<file path="src/rtl/oks_pkg.sv">
`timescale 1ns / 1ps
package oks_pkg;

    localparam int CAPACITY = 64;
    localparam int KEY_BITS = 32;
    localparam int CMD_W    = 3;
    localparam int RANK_W   = 8;
    localparam int STAT_W   = 2;
    localparam int OCC_W    = 7;

    localparam int CNT_W  = $clog2(CAPACITY + 1);
    localparam int IDX_W  = $clog2(CAPACITY);
    localparam int CMP_W  = CNT_W + RANK_W;
    localparam int GRP    = 8;
    localparam int NGRP   = (CAPACITY + GRP - 1) / GRP;

    localparam int IN_BITS  = CMD_W + KEY_BITS + RANK_W;
    localparam int OUT_BITS = KEY_BITS + STAT_W + OCC_W;
    localparam int IN_W     = ((IN_BITS + 7) / 8) * 8;
    localparam int OUT_W    = ((OUT_BITS + 7) / 8) * 8;

    // bit offsets inside tdata
    localparam int IN_KEY_LO   = CMD_W;
    localparam int IN_RANK_LO  = CMD_W + KEY_BITS;
    localparam int OUT_STAT_LO = KEY_BITS;
    localparam int OUT_OCC_LO  = KEY_BITS + STAT_W;

    typedef enum logic [CMD_W-1:0] {
        CMD_INSERT = 3'd0,
        CMD_DELETE = 3'd1,
        CMD_FIND   = 3'd2,
        CMD_MIN    = 3'd3,
        CMD_MAX    = 3'd4,
        CMD_RANK   = 3'd5
    } cmd_t;

    typedef enum logic [STAT_W-1:0] {
        ST_DONE   = 2'd0,
        ST_ABSENT = 2'd1,
        ST_FULL   = 2'd2
    } status_t;

    // control broadcast to every cell
    typedef struct packed {
        logic                eval;
        logic                apply;
        logic [CMD_W-1:0]    cmd;
        logic [KEY_BITS-1:0] key;
        logic [RANK_W-1:0]   rank;
        logic [CNT_W-1:0]    count;
        logic                present;
        logic                full;
    } cell_ctl_t;

endpackage

</file>
<file path="src/rtl/oks_cell.sv">
`timescale 1ns / 1ps
module oks_cell
(
    input  logic                          clk,
    input  logic                          rst_n,
    input  oks_pkg::cell_ctl_t            ctl,
    input  logic [oks_pkg::IDX_W-1:0]     idx,
    input  logic [oks_pkg::KEY_BITS-1:0]  left_key,
    input  logic                          left_lt,
    input  logic [oks_pkg::KEY_BITS-1:0]  right_key,
    output logic [oks_pkg::KEY_BITS-1:0]  key,
    output logic                          lt,
    output logic                          eq,
    output logic                          sel,
    output logic [oks_pkg::KEY_BITS-1:0]  sel_key
);

    logic [oks_pkg::KEY_BITS-1:0] key_reg, key_next;
    logic                         lt_reg, lt_next;
    logic                         eq_reg, eq_next;
    logic                         sel_reg, sel_next;
    logic                         vld;
    logic [oks_pkg::CNT_W-1:0]    idx_ext;
    logic [oks_pkg::CMP_W-1:0]    rank_ext;
    logic [oks_pkg::CMP_W-1:0]    pos_ext;

    assign idx_ext  = oks_pkg::CNT_W'(idx);
    assign vld      = idx_ext < ctl.count;
    assign rank_ext = oks_pkg::CMP_W'(ctl.rank);
    assign pos_ext  = oks_pkg::CMP_W'(idx) + oks_pkg::CMP_W'(1);

    always_comb
    begin
        key_next = key_reg;
        lt_next  = lt_reg;
        eq_next  = eq_reg;
        sel_next = sel_reg;
        if (ctl.eval)
        begin
            lt_next  = vld && ($signed(key_reg) < $signed(ctl.key));
            eq_next  = vld && (key_reg == ctl.key);
            sel_next = vld &&
                ((ctl.cmd == oks_pkg::CMD_MIN  && idx_ext == '0) ||
                 (ctl.cmd == oks_pkg::CMD_MAX  && idx_ext + oks_pkg::CNT_W'(1) == ctl.count) ||
                 (ctl.cmd == oks_pkg::CMD_RANK && rank_ext == pos_ext));
        end
        else if (ctl.apply && !lt_reg)
        begin
            // cells at or after the insert/delete point shift toward the gap
            if (ctl.cmd == oks_pkg::CMD_INSERT && !ctl.present && !ctl.full)
                key_next = left_lt ? ctl.key : left_key;
            else if (ctl.cmd == oks_pkg::CMD_DELETE && ctl.present)
                key_next = right_key;
        end
    end

    always_ff @(posedge clk or negedge rst_n)
    begin
        if (!rst_n)
        begin
            lt_reg  <= 1'b0;
            eq_reg  <= 1'b0;
            sel_reg <= 1'b0;
        end
        else
        begin
            lt_reg  <= lt_next;
            eq_reg  <= eq_next;
            sel_reg <= sel_next;
        end
    end

    always_ff @(posedge clk)
    begin
        key_reg <= key_next;
    end

    assign key     = key_reg;
    assign lt      = lt_reg;
    assign eq      = eq_reg;
    assign sel     = sel_reg;
    assign sel_key = sel_reg ? key_reg : '0;

endmodule

</file>
<file path="config.mk">
export PLATFORM = sky130hd
export DESIGN_NAME = oks_cell
export DESIGN_NICKNAME = d
export VERILOG_FILES = /design/src/rtl/oks_pkg.sv /design/src/rtl/oks_cell.sv
export SDC_FILE = /design/constraint.sdc
export NUM_CORES = 1
export LEC_CHECK = 0
export BUFFER_PORTS_ARGS = -buffer_cell sky130_fd_sc_hd__buf_2
export CAP_MARGIN = 30
export CELL_PAD_IN_SITES_DETAIL_PLACEMENT = 0
export CELL_PAD_IN_SITES_GLOBAL_PLACEMENT = 2
export CORE_MARGIN = 4
export CORE_UTILIZATION = 26
export DETAILED_ROUTE_END_ITERATION = 10
export PLACE_DENSITY_LB_ADDON = 0.1
export SYNTH_ARGS = -nofsm -noshare
export SYNTH_HDL_FRONTEND = slang
export SYNTH_SLANG_ARGS = --single-unit
</file>
<file path="constraint.sdc">
create_clock -name clk -period 3.6 [get_ports clk]
set_input_delay 0.36 -clock clk [delete_from_list [all_inputs] [get_ports clk]]
set_output_delay 0.36 -clock clk [all_outputs]
set_load 0.03 [all_outputs]
</file>
# [Word level (Yosys, flattened, before mapping)]
# Cells that the tools add are included.
[totals] reg_bits=35 latchBits=0 mem_bits_rw=0 mem_bits_ro=0 in_bits=127 output_inout_bits=67 mem_count=0
[classes] add_sub_neg=2 n_mul=0 n_div=0 order_cmp=2 eq_ne=7 shifts=0 mux=4 bitwise_logic=1 n_reduce_logical=19
[op_table] op="two-way mux 32 bit" count=4
[op_table] op="== test 32 bit" count=1
[op_table] op="less-than comparator 32 bit" count=1
[op_table] op="adder 6 x 1 -> 7 bit (second input constant)" count=2
[op_table] op="logical AND 1 bit" count=10
[op_table] op="== test 8 x 7 -> 1 bit" count=1
[op_table] op="== test 7 bit" count=1
[op_table] op="logical NOT 7 bit" count=1
[op_table] op="less-than comparator 6 x 7 -> 1 bit" count=1
[op_table] op="== test 3 bit (second input constant)" count=2
[op_table] op="== test 3 x 1 -> 1 bit (second input constant)" count=1
[op_table] op="== test 3 x 2 -> 1 bit (second input constant)" count=1
[op_table] op="logical NOT 1 bit" count=3
[op_table] op="logical NOT 3 bit" count=1
[op_table] op="AND reduction 3 bit" count=1
[op_table] op="logical OR 1 bit" count=2
[op_table] op="nonzero test 2 bit" count=1
[op_table] op="NOT 1 bit" count=1

# [Depth between registers and ports, before layout]
[depth] depth_word=6 mapped_depth=8 depth_no_buf=8

# [Least setup slack after synthesis]
# No wires, ideal clock.
[synth_timing] path_kind="register to register" from="register lt_reg, in the netlist lt" to="register key_reg, in the netlist key[0], enable pin" setup_time_ps=421 arrival_ps=2127 required_ps=3179 setup_slack_ps=1052 path_stages_with_launch=4 period_less_slack_ps=2548 path_cell_list="dfrtp_1 nor4_1 nand2_1 nor2_1"
[synth_via] elab_chain_len=3
[synth_lines] item="start: declaration" line_no="oks_cell.sv:19" text="logic lt_reg, lt_next;"
[synth_lines] item="start signal: assignment" line_no="oks_cell.sv:67" text="lt_reg <= lt_next;"
[synth_lines] item="logical NOT 1 bit" line_no="oks_cell.sv:47" text="else if (ctl.apply && !lt_reg)"
[synth_lines] item="logical AND 1 bit" line_no="oks_cell.sv:47"
[synth_lines] item="AND reduction 3 bit (no source line)"
[synth_lines] item="end signal: assignment" line_no="oks_cell.sv:75" text="key_reg <= key_next;"
[synth_lines] item="end: declaration" line_no="oks_cell.sv:18" text="logic [oks_pkg::KEY_BITS-1:0] key_reg, key_next;"
# Every way passes these cells.
# A chain may end at the register's enable or synchronous reset.

# [Worst setup path after layout]
[layout_timing] from="register key_reg, in the netlist key[31]" to="register lt_reg, in the netlist lt"
[layout_via] elab_chain_len=2
[layout_lines] item="less-than comparator 32 bit" line_no="oks_cell.sv:40" text="lt_next = vld && ($signed(key_reg) < $signed(ctl.key));"
[layout_lines] item="logical AND 1 bit" line_no="oks_cell.sv:40"
# Every way passes these cells.

==> qor.csv <==
stage,metric,value,unit
logic_synthesis,ys_ff_latch,35,
floorplanning,core_region_area,12100,sq um
critical_path,worstPathRequired,3.74,ns
logic_synthesis,synthAdderAreaFrac,15.4,%
job,cap_viol_max_count,0,
floorplanning,ioPinCount,194,
global_route,grt_pass1_vias,3342,
sta,finalSetupTns,0,ns
sta,tightest_slew,0.886,ns
clock_tree,clkTransAtPathRegs,0.06,ns
logic_synthesis,yosysSeqAreaShare,31.9,%
pwr,p_total,1.22,mW
logic_synthesis,synth_area_leaders,"edfxtp_1 30%, ha_1 15%, mux2i_1 9.9%",
drt,postRouteAntennaNets,0,
cells_and_area,syn2layout_area_growth,40.9,%
cells_and_area,layout_commonest_cell,buf_2,
global_route,grt_first_pass_wirelength,16900,um
critical_path,startpoint_type,flop,
global_route,antenna_found_initial,1,
global_route,grt_usage,14.6,%
sta,relSlewSlack,40.9,%
floorplanning,rows,40,
critical_path,cpMostUsedCell,nand4_1,
logic_synthesis,synth_xor_area_share,4.55,%
clock_tree,cts_buffers,5,
clock_tree,cts-htree-levels,2,
floorplanning,die_area,14300,sq um
drt,drt-total-wl,10500,um
critical_path,criticalPathCategory,flop to flop,
floorplanning,die_y,120,um
clock_tree,cts_buffer_depth,2,
logic_synthesis,synth_enable_flop_cells,32,
drt,post-route-drc-count,0,
drt,drtIter0Drc,121,
pwr,leakagePower,2.36,nW
global_route,grt_max_degree,65,
logic_synthesis,syn_nets,532,
sta,layout_worst_path_cycle_share,62.2,%
sta,rsz0062_at_grt,false,
drt,avgRoutedWirePerCell,14.5,um
logic_synthesis,muxShareOfSynthArea,9.88,%
sta,slew_violations,0,
logic_synthesis,ys_async_sr_fraction,8.57,%
logic_synthesis,synth_top_area_share,29.6,%
place,io_buffers,193,
global_route,overflow,0,
cells_and_area,layout-drive-gt1-share,37.2,%
min_path,hp-class,input pin to flop,
global_route,met3_usage,3.86,%
pwr,peakVddDrop,0.000158,V
logic_synthesis,synth_top_family_by_area,simple AND/OR/NAND/NOR gates,
critical_path,cp_slowest_cell,nor4_1,
place,dp_hpwl,8500,um
logic_synthesis,syn_inst,365,
critical_path,worstPathArrival,2.38,ns
logic_synthesis,yosys_warnings,0,
clock_tree,cts_tree,built,
clock_tree,cts.sinks,35,
critical_path,cp-end-kind,flop,
logic_synthesis,avgSynthCellArea,8.89,sq um
global_route,gr-usage-met2,26.0,%
clock_tree,ctsRootBufferMaster,clkbuf_16,
drt,via_per_inst,4.46,
cells_and_area,largest_reg_flops,32,
floorplanning,start_util,26.8,%
global_route,grtUsageMet1,17.9,%
sta,skew,0.00216,ns
logic_synthesis,synth_top_area_cell,edfxtp_1,
sta,whs,0.398,ns
sta,final_hold_viol_count,0,
pwr,power_density,266,nW/um^2
clock_tree,clk_latency,0.28,ns
cells_and_area,final_nets,723,
cells_and_area,most-common-layout-cells,"193 x buf_2, 46 x a21oi_1, 42 x inv_1",
critical_path,path_cells,ha_1 -> nand4_1 -> nor4_1 -> and4_1 -> o31ai_1 -> nand4_1 -> o221ai_1,
logic_synthesis,synth_cell_types,42,
global_route,grt.busiest_layer,met2,
place,gp_congestion,0.707,
sta,min_period,2.24,ns
sta,fmax,447,MHz
clock_tree,post_cts_resized,0,
logic_synthesis,syn_area,3240,sq um
floorplanning,die_w,120,um
logic_synthesis,synthSimpleGateAreaFrac,19.8,%
logic_synthesis,synthFlopType,edfxtp_1,
logic_synthesis,synth-compound-area-share,11.8,%
cells_and_area,n_antenna_cell,0,
drt,first_pass_iters,4,
critical_path,path_max_fanout,4,
critical_path,max_stage_delay,0.48,ns
sta,setup_violations,0,
drt,vias,3232,
outcome,status,"finished, final reports clean",
-- Yosys cell counts, types with 2 or more instances --
master    count
a21oi_1      46
inv_1        42
ha_1         40
nor2_1       37
and2_1       32
edfxtp_1     32
mux2i_1      32
nand2_1      11
nand3_1      10
xnor2_1      10
nand4_1       8
buf_2         6
clkbuf_1      6
o21ai_0       6
nor4_1        5
xor2_1        5
a21o_1        3
dfrtp_1       3
nor2b_1       3
a21boi_0      2
a221o_1       2
and3_1        2
and4_1        2
o221ai_1      2
-- worst paths after layout --
check	startpoint	endpoint	slack, ns	depth (start not counted)
max in group asynchronous	rst_n	eq	3.07	2
min	right_key[18]	key[18]	0.40	3
max	key[31]	lt	1.36	7
min in group asynchronous	rst_n	lt	0.43	2
min reg2reg	eq	eq	0.53	2
max reg2reg	key[31]	lt	1.36	7
-- cell type report --
type                    count  area (sq um)
repair buffers            197          1020
multi-input cells         275          2010
clock inverters             1          5.00
well taps                 168           210
fillers                  1325          7540
clock buffers               7           133
flip-flops and latches     35          1040
inverters                  42           158
-- cell families after synthesis --
kind of cell,after synthesis
multiplexers,32
AO/OA/AOI/OAI,67
AND/OR/NAND/NOR,120
flip-flops,35
buffers and inverters,55
adder cells (fa/ha/maj),40
XOR/XNOR,16
-- metrics by stage --
| step | instance area, sq um | setup slack (ns) | utilization, % | std cells |
|---|---|---|---|---|
| 6_report | 4570 | 1.36 | 37.7 | 725 |
| 5_1_grt | 4570 | 1.18 | 37.7 | 725 |
| 4_1_cts | 4570 | 1.31 | 37.7 | 725 |
| 3_5_place_dp | 4420 | 1.30 | 36.5 | 716 |
| 3_3_place_gp | 4380 | 1.35 | 36.2 | 714 |
| 2_1_floorplan | 3240 | 1.05 | - | 365 |
-- routing by layer --
metal | routed length, um | part of all wire [%]
met2 | 5210 | 49
met5 | 13 | 0.12
met4 | 65 | 0.62
met1 | 4490 | 43
met3 | 766 | 7.3
-- critical path, delay by kind of cell (launching register included) --
| kind | cells | cell delay (ns) |
|---|---|---|
| adder cells (fa/ha/maj) | 1 | 0.37 |
| AO/OA/AOI/OAI | 2 | 0.21 |
| AND/OR/NAND/NOR | 4 | 1.09 |
| flip-flops | 1 | 0.43 |
-- power by group --
group | switching (mW) | internal, mW
clock network | 0.171 | 0.256
registers | 0.0122 | 0.451
logic | 0.178 | 0.148
total | 0.361 | 0.855
-- timing repair --
item                      CTS  global route
buffers inserted            0             0
hold endpoints to repair    3             0
hold buffers                1             0
Note: power is estimated with default switching activity, not from simulation.
